File: config.mk
export PLATFORM = sky130hd
export DESIGN_NAME = seven_segment_scan_driver_core
export DESIGN_NICKNAME = d
export VERILOG_FILES = /design/src/rtl/ssd_pkg.sv /design/src/rtl/ssd_fifo.sv /design/src/rtl/ssd_front.sv /design/src/rtl/ssd_back.sv /design/src/rtl/seven_segment_scan_driver_core.sv
export SDC_FILE = /design/constraint.sdc
export NUM_CORES = 1
export LEC_CHECK = 0
export ABC_AREA = 1
export ABC_CLOCK_PERIOD_IN_PS = 4400
export BUFFER_PORTS_ARGS = -buffer_cell sky130_fd_sc_hd__buf_4
export CORE_MARGIN = 10
export CORE_UTILIZATION = 55
export DETAILED_ROUTE_END_ITERATION = 12
export GPL_TIMING_DRIVEN = 0
export PLACE_DENSITY = 0.72
export SYNTH_ARGS = -nofsm -noshare
export SYNTH_HDL_FRONTEND = slang
export SYNTH_HIERARCHICAL = 1
export SYNTH_SLANG_ARGS = --single-unit
File: constraint.sdc
create_clock -name clk -period 4.4 [get_ports clk]
set_input_delay 0.88 -clock clk [delete_from_list [all_inputs] [get_ports clk]]
set_output_delay 0.88 -clock clk [all_outputs]
set_load 0.03 [all_outputs]
File: src/rtl/ssd_pkg.sv
// Shared types, codes and the character glyph table for the scan driver.
package ssd_pkg;

	// Input mode codes
	localparam logic [3:0] MODE_TICK        = 4'd0;
	localparam logic [3:0] MODE_SET_CHAR    = 4'd1;
	localparam logic [3:0] MODE_SET_DP      = 4'd2;
	localparam logic [3:0] MODE_CLR_DP      = 4'd3;
	localparam logic [3:0] MODE_SET_BLINK   = 4'd4;
	localparam logic [3:0] MODE_CLR_BLINK   = 4'd5;
	localparam logic [3:0] MODE_CLR_ALL_BLK = 4'd6;
	localparam logic [3:0] MODE_CLEAR       = 4'd7;
	localparam logic [3:0] MODE_SLEEP       = 4'd8;
	localparam logic [3:0] MODE_WAKE        = 4'd9;
	localparam logic [3:0] MODE_SAVE        = 4'd10;
	localparam logic [3:0] MODE_RESTORE     = 4'd11;

	// Decoded operation handed from front to back
	typedef enum logic [3:0] {
		OP_TICK,
		OP_CHAR,
		OP_DP_SET,
		OP_DP_CLR,
		OP_BLINK_SET,
		OP_BLINK_CLR,
		OP_BLINK_CLR_ALL,
		OP_CLEAR,
		OP_SLEEP,
		OP_WAKE,
		OP_SAVE,
		OP_RESTORE
	} op_t;

	typedef struct packed {
		op_t        op;
		logic [2:0] digit;
		logic [7:0] glyph;
	} cmd_t;

	typedef struct packed {
		logic [7:0] segments;
		logic [7:0] digit_strobe;
	} res_t;

	localparam logic [7:0] CHAR_FIRST = 8'h2D;
	localparam logic [7:0] CHAR_LAST  = 8'h5A;
	localparam logic [7:0] GLYPH_BLANK = 8'h7F;
	localparam int GLYPH_N = 47;

	// Entry 0 is the degree sign, entry 1 + (c - '-') serves '-'..'Z'
	localparam logic [7:0] GLYPH_ROM [GLYPH_N] = '{
		8'h1C, 8'h3F, 8'hFF, 8'hFF, 8'h40, 8'h79, 8'h24, 8'h30, 8'h19, 8'h12,
		8'h02, 8'h78, 8'h00, 8'h10, 8'hFF, 8'hFF, 8'h27, 8'hFF, 8'h33, 8'hFF,
		8'hFF, 8'h08, 8'h03, 8'h46, 8'h21, 8'h06, 8'h0E, 8'h10, 8'h09, 8'h4F,
		8'h71, 8'hFF, 8'h47, 8'hFF, 8'h48, 8'h23, 8'h0C, 8'hFF, 8'h2F, 8'h12,
		8'h07, 8'h41, 8'hFF, 8'hFF, 8'hFF, 8'h0D, 8'hFF
	};

	function automatic logic [7:0] glyph_for(input logic [7:0] c);
		logic [7:0] offs;
		logic [7:0] g;
		offs = c - (CHAR_FIRST - 8'd1);
		if (c == 8'd0) begin
			g = GLYPH_ROM[0];
		end else if (c >= CHAR_FIRST && c <= CHAR_LAST) begin
			g = GLYPH_ROM[offs[5:0]];
		end else begin
			g = GLYPH_BLANK;
		end
		return g;
	endfunction

endpackage

File: src/rtl/ssd_fifo.sv
// Small register queue used between the driver stages.
module ssd_fifo #(
	parameter int WIDTH = 8,
	parameter int DEPTH = 2
) (
	input  logic             clk,
	input  logic             arst_n,
	input  logic             wr_en,
	input  logic [WIDTH-1:0] wr_data,
	output logic             full,
	input  logic             rd_en,
	output logic [WIDTH-1:0] rd_data,
	output logic             empty
);
	localparam int PW = (DEPTH > 1) ? $clog2(DEPTH) : 1;
	localparam int CW = $clog2(DEPTH + 1);

	logic [WIDTH-1:0] mem_q [DEPTH];
	logic [PW-1:0]    wr_ptr_q;
	logic [PW-1:0]    rd_ptr_q;
	logic [CW-1:0]    count_q;
	logic             do_wr;
	logic             do_rd;

	assign full    = (count_q == CW'(DEPTH));
	assign empty   = (count_q == '0);
	assign do_wr   = wr_en && !full;
	assign do_rd   = rd_en && !empty;
	assign rd_data = mem_q[rd_ptr_q];

	// Entry storage, no reset needed
	always_ff @(posedge clk) begin
		if (do_wr) begin
			mem_q[wr_ptr_q] <= wr_data;
		end
	end

	// Pointers and fill count
	always_ff @(posedge clk or negedge arst_n) begin
		if (!arst_n) begin
			wr_ptr_q <= '0;
			rd_ptr_q <= '0;
			count_q  <= '0;
		end else begin
			if (do_wr) begin
				wr_ptr_q <= (wr_ptr_q == PW'(DEPTH - 1)) ? '0 : wr_ptr_q + 1'b1;
			end
			if (do_rd) begin
				rd_ptr_q <= (rd_ptr_q == PW'(DEPTH - 1)) ? '0 : rd_ptr_q + 1'b1;
			end
			if (do_wr && !do_rd) begin
				count_q <= count_q + 1'b1;
			end else if (do_rd && !do_wr) begin
				count_q <= count_q - 1'b1;
			end
		end
	end
endmodule

File: src/rtl/ssd_front.sv
// Front end: accepts input beats, decodes the mode and looks up glyphs.
module ssd_front #(
	parameter int DIGITS = 6
) (
	input  logic          push,
	input  logic          full,
	input  logic [3:0]    mode,
	input  logic [2:0]    digit,
	input  logic [7:0]    char_code,
	output logic          cmd_wr,
	output ssd_pkg::cmd_t cmd
);
	import ssd_pkg::*;

	logic ok;
	logic keep;
	op_t  op;

	assign ok = ({1'b0, digit} < 4'(DIGITS));

	// Classify; drop unused modes and out-of-range digit commands
	always_comb begin
		op   = OP_TICK;
		keep = 1'b1;
		case (mode)
			MODE_TICK:        op = OP_TICK;
			MODE_SET_CHAR:    begin op = OP_CHAR;      keep = ok; end
			MODE_SET_DP:      begin op = OP_DP_SET;    keep = ok; end
			MODE_CLR_DP:      begin op = OP_DP_CLR;    keep = ok; end
			MODE_SET_BLINK:   begin op = OP_BLINK_SET; keep = ok; end
			MODE_CLR_BLINK:   begin op = OP_BLINK_CLR; keep = ok; end
			MODE_CLR_ALL_BLK: op = OP_BLINK_CLR_ALL;
			MODE_CLEAR:       op = OP_CLEAR;
			MODE_SLEEP:       op = OP_SLEEP;
			MODE_WAKE:        op = OP_WAKE;
			MODE_SAVE:        op = OP_SAVE;
			MODE_RESTORE:     op = OP_RESTORE;
			default:          keep = 1'b0;
		endcase
	end

	assign cmd_wr    = push && !full && keep;
	assign cmd.op    = op;
	assign cmd.digit = digit;
	assign cmd.glyph = glyph_for(char_code);
endmodule

File: src/rtl/ssd_back.sv
// Back end: display state, scan counter and tick result generation.
module ssd_back #(
	parameter int DIGITS      = 6,
	parameter int FRAME_CYCLE = 32
) (
	input  logic          clk,
	input  logic          arst_n,
	input  logic          cmd_valid,
	input  ssd_pkg::cmd_t cmd,
	output logic          cmd_rd,
	input  logic          res_full,
	output logic          res_wr,
	output ssd_pkg::res_t res
);
	import ssd_pkg::*;

	localparam int POS_W = (DIGITS > 1) ? $clog2(DIGITS) : 1;
	localparam int PH_W  = $clog2(FRAME_CYCLE);
	localparam int HALF  = FRAME_CYCLE / 2;

	// Pattern split into segments G..A and the dp bit
	logic [6:0]        seg_q      [DIGITS];
	logic [DIGITS-1:0] dp_q;
	logic [DIGITS-1:0] blink_q;
	logic [POS_W-1:0]  pos_q;
	logic [PH_W-1:0]   phase_q;
	logic              sleep_q;
	logic [6:0]        sv_seg_q   [DIGITS];
	logic [DIGITS-1:0] sv_dp_q;
	logic [DIGITS-1:0] sv_blink_q;
	logic [POS_W-1:0]  sv_pos_q;
	logic [PH_W-1:0]   sv_phase_q;

	logic [POS_W-1:0]  idx;
	logic [7:0]        cur_seg;
	logic              blank_phase;

	assign idx = cmd.digit[POS_W-1:0];

	// Tick result for the current scan position
	always_comb begin
		blank_phase = blink_q[pos_q] && (phase_q >= PH_W'(HALF));
		cur_seg     = blank_phase ? {dp_q[pos_q], 7'h7F} : {dp_q[pos_q], seg_q[pos_q]};
		if (sleep_q) begin
			res.segments     = 8'hFF;
			res.digit_strobe = 8'hFF;
		end else begin
			res.segments     = cur_seg;
			res.digit_strobe = ~(8'd1 << pos_q);
		end
	end

	// Ticks wait for result space, commands never stall
	assign cmd_rd = cmd_valid && (cmd.op != OP_TICK || !res_full);
	assign res_wr = cmd_rd && (cmd.op == OP_TICK);

	// State update
	always_ff @(posedge clk or negedge arst_n) begin
		if (!arst_n) begin
			for (int i = 0; i < DIGITS; i++) begin
				seg_q[i]    <= 7'h3F;
				sv_seg_q[i] <= '0;
			end
			dp_q       <= '1;
			blink_q    <= '0;
			pos_q      <= '0;
			phase_q    <= '0;
			sleep_q    <= 1'b0;
			sv_dp_q    <= '0;
			sv_blink_q <= '0;
			sv_pos_q   <= '0;
			sv_phase_q <= '0;
		end else if (cmd_rd) begin
			case (cmd.op)
				OP_TICK: begin
					if (!sleep_q) begin
						if (pos_q == POS_W'(DIGITS - 1)) begin
							pos_q   <= '0;
							phase_q <= (phase_q == PH_W'(FRAME_CYCLE - 1)) ? '0 : phase_q + 1'b1;
						end else begin
							pos_q <= pos_q + 1'b1;
						end
					end
				end
				OP_CHAR: begin
					seg_q[idx] <= cmd.glyph[6:0];
					if (cmd.glyph[7]) begin
						dp_q[idx] <= 1'b1;
					end
				end
				OP_DP_SET:        dp_q[idx]    <= 1'b0;
				OP_DP_CLR:        dp_q[idx]    <= 1'b1;
				OP_BLINK_SET:     blink_q[idx] <= 1'b1;
				OP_BLINK_CLR:     blink_q[idx] <= 1'b0;
				OP_BLINK_CLR_ALL: blink_q      <= '0;
				OP_CLEAR, OP_SLEEP, OP_WAKE: begin
					for (int i = 0; i < DIGITS; i++) begin
						seg_q[i] <= 7'h7F;
					end
					dp_q    <= '1;
					blink_q <= '0;
					if (cmd.op == OP_SLEEP) begin
						sleep_q <= 1'b1;
					end else if (cmd.op == OP_WAKE) begin
						sleep_q <= 1'b0;
					end
				end
				OP_SAVE: begin
					sv_seg_q   <= seg_q;
					sv_dp_q    <= dp_q;
					sv_blink_q <= blink_q;
					sv_pos_q   <= pos_q;
					sv_phase_q <= phase_q;
				end
				OP_RESTORE: begin
					seg_q   <= sv_seg_q;
					dp_q    <= sv_dp_q;
					blink_q <= sv_blink_q;
					pos_q   <= sv_pos_q;
					phase_q <= sv_phase_q;
				end
				default: ;
			endcase
		end
	end
endmodule

File: src/rtl/seven_segment_scan_driver_core.sv
// Top level of the multiplexed seven-segment scan driver.
// An accepted tick beat is registered in the command queue, then its result in the result queue.
// Throughput: one beat per cycle while full is low; the back end retires one command per cycle.
// A tick stalls in the command queue only while the two-entry result queue is full.
// Reset (arst_n low): digits show a dash with dp off, blink, scan, sleep and saved copies clear,
// both queues empty.
module seven_segment_scan_driver_core #(
	parameter int DIGITS      = 6,
	parameter int FRAME_CYCLE = 32
) (
	input  logic       clk,
	input  logic       arst_n,
	input  logic       push,
	output logic       full,
	input  logic [3:0] mode,
	input  logic [2:0] digit,
	input  logic [7:0] char_code,
	output logic       empty,
	input  logic       pop,
	output logic [7:0] segments,
	output logic [7:0] digit_strobe
);
	import ssd_pkg::*;

	cmd_t cmd_in;
	cmd_t cmd_out;
	logic cmd_wr;
	logic cmd_rd;
	logic cmd_empty;
	res_t res_in;
	res_t res_out;
	logic res_wr;
	logic res_full;

	ssd_front #(.DIGITS(DIGITS)) u_front (
		.push      (push),
		.full      (full),
		.mode      (mode),
		.digit     (digit),
		.char_code (char_code),
		.cmd_wr    (cmd_wr),
		.cmd       (cmd_in)
	);

	// Decoded command queue
	ssd_fifo #(.WIDTH($bits(cmd_t)), .DEPTH(2)) u_cmd_q (
		.clk     (clk),
		.arst_n  (arst_n),
		.wr_en   (cmd_wr),
		.wr_data (cmd_in),
		.full    (full),
		.rd_en   (cmd_rd),
		.rd_data (cmd_out),
		.empty   (cmd_empty)
	);

	ssd_back #(.DIGITS(DIGITS), .FRAME_CYCLE(FRAME_CYCLE)) u_back (
		.clk       (clk),
		.arst_n    (arst_n),
		.cmd_valid (!cmd_empty),
		.cmd       (cmd_out),
		.cmd_rd    (cmd_rd),
		.res_full  (res_full),
		.res_wr    (res_wr),
		.res       (res_in)
	);

	// Result queue
	ssd_fifo #(.WIDTH($bits(res_t)), .DEPTH(2)) u_res_q (
		.clk     (clk),
		.arst_n  (arst_n),
		.wr_en   (res_wr),
		.wr_data (res_in),
		.full    (res_full),
		.rd_en   (pop),
		.rd_data (res_out),
		.empty   (empty)
	);

	assign segments     = res_out.segments;
	assign digit_strobe = res_out.digit_strobe;
endmodule

==> run metrics, run 1 <==
GRT Overall Usage=21.8%; fill cell instance count of the final layout=1734; uppermost routed layer=met4; Die X=160 um; Final Max Tran Viols=0; unrepaired setup endpoints after global routing=no; combinational power share=45.2%; data required time of the worst path=4.44 ns; # IOs=37; number of standard cells after synthesis=1399; critical register-to-register path startpoint=u_cmd_q/rd_ptr_q; IR drop worst, VDD=0.315 mV; post-layout total power=8.06 mW; Net Sw Power=3.57 mW; cell accounting for the most synthesized area=sky130_fd_sc_hd__dfrtp_1; power density cells=675 nW/um^2; FP Rows=51; number of buffers added to fix hold violations after cts=0; die extent in y=160 um; die footprint=25600 sq um; count of yosys warnings during synthesis=6; met2 wire length=13100 um; Worst R2R Setup Slack=0.98 ns; Critical Path Source Type=register; final critical delay including setup and external delays=3.42 ns; final-report setup violation count=0; layout overhead on the synthesized area=10.9%; detailed-route via count=9281; Max Clock Freq=292 MHz; slew at the pin closest to its max-slew limit=1.29 ns; outcome=finished clean; type of the worst min-delay path=primary input to asynchronous set/reset pin; Hold Vio Cnt, Final=0; detailed-routing wirelength on met1=12200 um; TritonCTS clock tree=done; total of flip-flops plus latches after synthesis=195; Final TNS setup=0 ns; sum of met3 wire segment lengths after detailed routing=1970 um; starting utilization of the core area=55.7%; area of the mapped netlist=10800 sq um; top cells by instance count after synthesis=sky130_fd_sc_hd__nand2_1 (567), sky130_fd_sc_hd__inv_1 (114), sky130_fd_sc_hd__nand3_1 (102), sky130_fd_sc_hd__o21ai_0 (93), sky130_fd_sc_hd__dfrtp_1 (91); setup skew after layout=0.0101 ns; clock latency of the later-clocked register in the worst-skew pair=0.44 ns; CTS root buffer=sky130_fd_sc_hd__clkbuf_16; switching share of power=44.3%; arrival time at the worst endpoint=3.47 ns; post-placement setup slack=0.997 ns; maximum count of clock buffers along a single path=2; post-route clock period utilization=77.8%; internal power=4.49 mW; DRT Wirelength=28100 um; total DRC errors in the routed layout=0; Register-to-Register Path Depth=14; main area contributors after synthesis=sky130_fd_sc_hd__dfrtp_1 (21%), sky130_fd_sc_hd__nand2_1 (20%), sky130_fd_sc_hd__edfxtp_1 (17%); vias per cell=5.36; number of antenna violations at the first check in global routing=0; sequential element share of the synthesized area=48.7%; count of input and output buffers=35; kind of end point of the critical path=register; most used cell, CP=sky130_fd_sc_hd__nand2_1; grt total ovfl=0; Layout Nets=1497; clock-pin slew on the worst setup and hold paths=0.07 ns; first-pass GRT wire length=45600 um; H-tree depth reported by CTS=4; setup slack of the critical path after layout=0.976 ns; mean post-synth cell area=7.70 sq um; number of setup buffers added after CTS=0; CP Cell Sequence=buf_2 -> inv_2 -> buf_6 -> nand2_1 -> nand2_1 -> nor2_1 -> nand3_1 -> nand2_2 -> inv_2 -> buf_4 -> nand2_1 -> inv_1 -> o21ai_1 -> nor2_1; post-cts sizing count=0; WHS=0.425 ns; largest net degree at the start of global routing=72; total nets after synthesis=1442; part of the power in the clock network=18.1%; total clock sinks=195; number of global-route vias before repair=8809; category of the critical setup timing path=register to register; total CTS buffers=17; post-synth top area share=21.1%; MaxCap Viol Count=0; fraction of registers with async set/reset=68.2%; worst r2r dst=u_res_q/mem_q[1][14]; prevailing post-synth register cell=sky130_fd_sc_hd__dfrtp_1; library cell contributing the largest single delay on the critical path=sky130_fd_sc_hd__nor2_1; share of post-route cells with drive strength above 1=13.2%; worst-case headroom to the max-slew limit=14.0%; most numerous cell in the Yosys netlist=sky130_fd_sc_hd__nand2_1; peak per-stage delay on the critical path=0.97 ns; largest driver fanout on the critical path=16; antenna cell count=0; HPWL Detailed=19900 um; number of nets with antenna violations after detailed routing=0; core area=19300 sq um; weighted congestion reported at the end of routability-driven placement=0.925; sequential cell fraction of total power=36.7%; number of enable flip-flop cells after synthesis=62; static leakage power=5.80 nW; detail-routed net length per standard cell=16.2 um; drt first pass iters=5; number of DRC markers after the initial detailed-route iteration=881; Yosys cell types=31
-- metrics by stage --
step	cells	instance area [sq um]	utilization (%)
global route	1732	11900	61.8
detailed placement	1700	11400	58.9
finish	1732	11900	61.8
floorplan	1399	10800	-
CTS	1732	11900	61.8
global placement	1699	11400	58.8
-- power by group through the flow --
stage / Clock, mW / Combinational (mW) / Sequential [mW]
finish: 1.46 / 3.64 / 2.96
global route: 1.56 / 4.06 / 3.02
CTS: 1.48 / 3.60 / 2.94
detailed placement: 0 / 3.58 / 2.97
global placement: 0 / 3.51 / 2.96
floorplan: 0 / 2.60 / 2.87
-- final cells by class --
type                       instances  area [sq um]  area share (%)
buffer                            51           382            3.20
clock buffer                      20           437            3.66
clock inverter                    12           109           0.912
inverter                         134           508            4.25
multi-input combinational       1019          4640            38.8
sequential                       195          5240            43.9
tap                              265           332            2.78
timing repair buffer              36           294            2.46
-- how the worst max path moves through the flow --
stage	slack, ns	startpoint	cells after the start	to
finish	0.98	u_cmd_q/rd_ptr_q	14	u_res_q/mem_q[1][14]
global route	0.70	u_cmd_q/rd_ptr_q	14	u_res_q/mem_q[1][14]
CTS	0.97	u_cmd_q/rd_ptr_q	14	u_res_q/mem_q[1][10]
detailed placement	1.0	u_cmd_q/rd_ptr_q	14	u_res_q/mem_q[1][14]
global placement	1.02	u_cmd_q/rd_ptr_q	14	u_res_q/mem_q[1][14]
floorplan	1.63	mode[2]	5	u_cmd_q/mem_q[1][0]
-- worst max-delay path, delay by kind of cell, from the launching register on --
family          cells  cell delay, ns
flops               1            0.36
buf+inv             6            0.94
compound gates      1            0.08
simple gates        7            1.64
-- layout by cell type (no fill, tap or decap), drive strengths merged, types with 2 or more instances in the layout --
cell        n
clkinvlp    2
nand3b      3
nor2      103
dfrtp      91
ha         24
clkbuf     30
dfstp      42
clkinv     13
a21oi      80
edfxtp     62
nor3        5
nand2     577
nand4       3
xnor2       3
o21ai     104
o211ai      4
inv       130
nand3     110
buf        77
-- per-layer routing --
layer | track usage, % | up-vias
met3 | 3.98 | 65
met4 | 8.68 | 0
li1 | - | 4565
met5 | 0 | -
met2 | 34.7 | 354
met1 | 29.0 | 4297
-- logic make-up after synthesis --
family / Yosys count / synth area share [%]
AND/OR/NAND/NOR: 803 / 31.1
flip-flops: 195 / 48.7
AO/OA/AOI/OAI: 189 / 8.89
buffers and inverters: 185 / 8.26
adder cells (fa/ha/maj): 24 / 2.79
XOR/XNOR: 3 / 0.244
Power figures use the tool's default switching activity.
==> inputs of run 2 (changes only) <==
--- a/config.mk
+++ b/config.mk
@@ -5,8 +5,8 @@
 export SDC_FILE = /design/constraint.sdc
 export NUM_CORES = 1
 export LEC_CHECK = 0
-export ABC_AREA = 1
-export ABC_CLOCK_PERIOD_IN_PS = 4400
+export ABC_AREA = 0
+export ABC_CLOCK_PERIOD_IN_PS = 3400
 export BUFFER_PORTS_ARGS = -buffer_cell sky130_fd_sc_hd__buf_4
 export CORE_MARGIN = 10
 export CORE_UTILIZATION = 55
==> constraint.sdc (replaced) <==
create_clock -name clk -period 3.4 [get_ports clk]
set_input_delay 0.68 -clock clk [delete_from_list [all_inputs] [get_ports clk]]
set_output_delay 0.68 -clock clk [all_outputs]
set_load 0.03 [all_outputs]
==> run 2 against run 1 <==
Effect of this change:
- final cell count decreased by 36%
- largest power group unchanged
- register-to-register slack got worse by 0.54 ns
- routed wire length decreased by 15%
- clock power increased by 37%
- area after synthesis decreased by 4.4%
- cell area decreased by 3.8%
- die area decreased by 3.9%
- worst setup slack got worse by 0.54 ns
- critical path type unchanged
- synthesized cell count decreased by 42%
- sequential power increased by 30%
- critical endpoint is now u_res_q/mem_q[0][14]
==> run metrics, run 2 <==
count of input and output buffers=35 (unchanged); DRT Wirelength=23900 um (-15%); fraction of registers with async set/reset=68.2% (unchanged); Register-to-Register Path Depth=7 (-7); final critical delay including setup and external delays=2.96 ns (-0.464 ns); Layout Nets=908 (-39%); peak per-stage delay on the critical path=0.64 ns (-0.33 ns); main area contributors after synthesis=sky130_fd_sc_hd__dfrtp_1 (22%), sky130_fd_sc_hd__edfxtp_1 (18%), sky130_fd_sc_hd__mux2_2 (12%); final-report setup violation count=0 (unchanged); largest net degree at the start of global routing=70 (-2.8%); total of flip-flops plus latches after synthesis=195 (unchanged); kind of end point of the critical path=register; setup skew after layout=0.0142 ns (+0.00416 ns); number of buffers added to fix hold violations after cts=0 (unchanged); total area of sequential cells=5240 sq um (unchanged); starting utilization of the core area=56.5% (+0.84 points); number of setup buffers added after CTS=0 (unchanged); share of post-route cells with drive strength above 1=35.4% (+22 points); type of the worst min-delay path=primary input to asynchronous set/reset pin; prevailing post-synth register cell=sky130_fd_sc_hd__dfrtp_1; combinational power share=41.4% (-3.8 points); die extent in y=157 um (-1.9%); layout overhead on the synthesized area=11.6%; grt total ovfl=0 (unchanged); outcome=finished clean; post-route cell area=11500 sq um (-3.8%); Crit path depth=7 (-7); most common cell after layout, fill and taps aside=sky130_fd_sc_hd__mux2_2; # IOs=37 (unchanged); HPWL Detailed=17000 um (-14%); drt first pass iters=5 (unchanged); sum of met3 wire segment lengths after detailed routing=1070 um (-45%); switching share of power=36.5% (-7.8 points); IR drop worst, VDD=0.455 mV (+44%); number of standard cells after synthesis=809 (-42%); Yosys cell types=67 (+120%); maximum count of clock buffers along a single path=2 (unchanged); first-pass GRT wire length=38500 um (-15%); worst-case headroom to the max-slew limit=24.4% (+10 points); most frequent cells in the layout=sky130_fd_sc_hd__mux2_2 (111), sky130_fd_sc_hd__dfrtp_1 (91), sky130_fd_sc_hd__edfxtp_1 (62); slew at the pin closest to its max-slew limit=1.13 ns (-0.154 ns); total CTS buffers=17 (unchanged); H-tree depth reported by CTS=4 (unchanged); weighted congestion reported at the end of routability-driven placement=0.927 (+0.26%); largest driver fanout on the critical path=16 (unchanged); number of nets with antenna violations after detailed routing=0 (unchanged); number of antenna violations at the first check in global routing=0 (unchanged); antenna cell count=0 (unchanged); crit path buf inv count=2 (-4); Largest delay share family, worst path=simple AND/OR/NAND/NOR gates; number of global-route vias before repair=7200 (-18%); area of the mapped netlist=10300 sq um (-4.4%); Final Max Tran Viols=0 (unchanged); Post-DP Area=10900 sq um (-4.6%); fill cell instance count of the final layout=1409 (-19%); library cell contributing the largest single delay on the critical path=sky130_fd_sc_hd__nor2_2; MaxCap Viol Count=0 (unchanged); cell accounting for the most synthesized area=sky130_fd_sc_hd__dfrtp_1; Hold Vio Cnt, Final=0 (unchanged); static leakage power=4.77 nW (-18%); clock-pin slew on the worst setup and hold paths=0.07 ns (about the same); TritonCTS clock tree=done; arrival time at the worst endpoint=3.02 ns (-0.45 ns); count of yosys warnings during synthesis=6 (unchanged); clock latency of the later-clocked register in the worst-skew pair=0.44 ns (about the same); unrepaired setup endpoints after global routing=no; post-route clock period utilization=87.1% (+9.2 points); number of enable flip-flop cells after synthesis=62 (unchanged); category of the critical setup timing path=register to register; most numerous cell in the Yosys netlist=sky130_fd_sc_hd__mux2_2; core area=18200 sq um (-5.8%); Die X=157 um (-1.9%); die footprint=24600 sq um (-3.9%); part of the power in the clock network=20.0% (+1.9 points); Multi-input gate area=4640 sq um (+0.13%); vias per cell=6.33 (+18%); GRT Overall Usage=19.7% (-2.1 points); Critical Path Source Type=register; post-synth top area share=22.1% (+0.97 points); top cells by instance count after synthesis=sky130_fd_sc_hd__mux2_2 (111), sky130_fd_sc_hd__dfrtp_1 (91), sky130_fd_sc_hd__edfxtp_1 (62), sky130_fd_sc_hd__nand2_1 (48), sky130_fd_sc_hd__dfstp_2 (42); total DRC errors in the routed layout=0 (unchanged); sequential cell fraction of total power=38.6% (+1.9 points); Max Clock Freq=338 MHz (+16%); detail-routed net length per standard cell=21.6 um (+33%); power density cells=869 nW/um^2 (+29%); post-cts sizing count=0 (unchanged); Final TNS setup=0 ns (unchanged); total nets after synthesis=852 (-41%); total clock sinks=195 (unchanged); CP Cell Sequence=buf_6 -> buf_12 -> mux2_4 -> or4_4 -> nor2_1 -> nand2_1 -> nor2_2; FP Rows=49 (-3.9%); CTS root buffer=sky130_fd_sc_hd__clkbuf_16; met2 wire length=11600 um (-11%); sequential element share of the synthesized area=50.9% (+2.2 points); detailed-routing wirelength on met1=10700 um (-13%); Net Sw Power=3.64 mW (+2.0%); internal power=6.34 mW (+41%); data required time of the worst path=3.46 ns (-0.98 ns); uppermost routed layer=met4; detailed-route via count=7002 (-25%); number of DRC markers after the initial detailed-route iteration=595 (-32%); mean post-synth cell area=12.7 sq um (+65%)
==> run 2: logic make-up after synthesis <==
kind of cell | Yosys count | share of synthesized area [%]
adders and majority gates | 24 | 2.92
muxes | 154 | 18.6
AOI/OAI and AO/OA | 189 | 13.9
xor gates and xnor gates | 17 | 1.59
DFF | 195 | 50.9
buffers and inverters | 70 | 4.00
and+or+nand+nor | 160 | 8.00
==> run 2: layer usage <==
layer  vias up  GRT usage, %
met5         -             0
met4         0          7.87
met3        40          3.23
met2       243          32.3
met1      3546          25.6
li1       3173             -
==> run 2: worst reg2reg max path, stage by stage, from the launching register on <==
cell and delay, ns:
sky130_fd_sc_hd__dfrtp_1 0.37, sky130_fd_sc_hd__buf_6 0.14, sky130_fd_sc_hd__buf_12 0.15, sky130_fd_sc_hd__mux2_4 0.32, sky130_fd_sc_hd__or4_4 0.58, sky130_fd_sc_hd__nor2_1 0.23, sky130_fd_sc_hd__nand2_1 0.15, sky130_fd_sc_hd__nor2_2 0.64
==> run 2: power groups by stage <==
stage | Sequential, mW | Combinational (mW) | Clock, mW
global route | 3.92 | 4.45 | 2.14
global placement | 3.81 | 3.94 | 0
CTS | 3.83 | 4.11 | 2.04
floorplan | 3.69 | 3.13 | 0
detailed placement | 3.87 | 4.09 | 0
finish | 3.85 | 4.13 | 2.00
==> run 2: final timing paths <==
| check | start | endpoint | slack, ns |
|---|---|---|---|
| setup / recovery | u_cmd_q/rd_ptr_q | u_res_q/mem_q[0][14] | 0.44 |
| hold / removal | arst_n | u_back/sv_blink_q[1] | 0.23 |
| setup reg to reg | u_cmd_q/rd_ptr_q | u_res_q/mem_q[0][14] | 0.44 |
| hold reg to reg | register | register | 0.47 |
| max in group asynchronous | arst_n | asynchronous set/reset pin | 2.39 |
| min in group clk | digit[0] | u_cmd_q/mem_q[1][8] | 0.43 |
==> run 2: cell type report <==
| cell class | count | area share, % |
|---|---|---|
| plain buffers | 51 | 2.96 |
| inverters | 19 | 0.621 |
| repair buffers | 37 | 2.63 |
| clock buffers | 19 | 3.95 |
| clock inverters | 13 | 1.26 |
| well taps | 229 | 2.49 |
| flip-flops and latches | 195 | 45.6 |
| multi-input cells | 544 | 40.4 |
==> run 2: through the flow <==
| stage | cells | power, mW | util (%) | worst slack, ns | hold WS, ns |
|---|---|---|---|---|---|
| 3_5_place_dp | 1074 | 7.96 | 59.7 | 0.0513 | 0.465 |
| 6_report | 1107 | 9.98 | 63.1 | 0.440 | 0.231 |
| 2_1_floorplan | 809 | 6.82 | - | 0.594 | 0.384 |
| 3_3_place_gp | 1073 | 7.75 | 59.6 | 0.145 | 0.459 |
| 5_1_grt | 1107 | 10.5 | 63.1 | 0.318 | 0.278 |
| 4_1_cts | 1106 | 9.97 | 63.0 | 0.0386 | 0.248 |
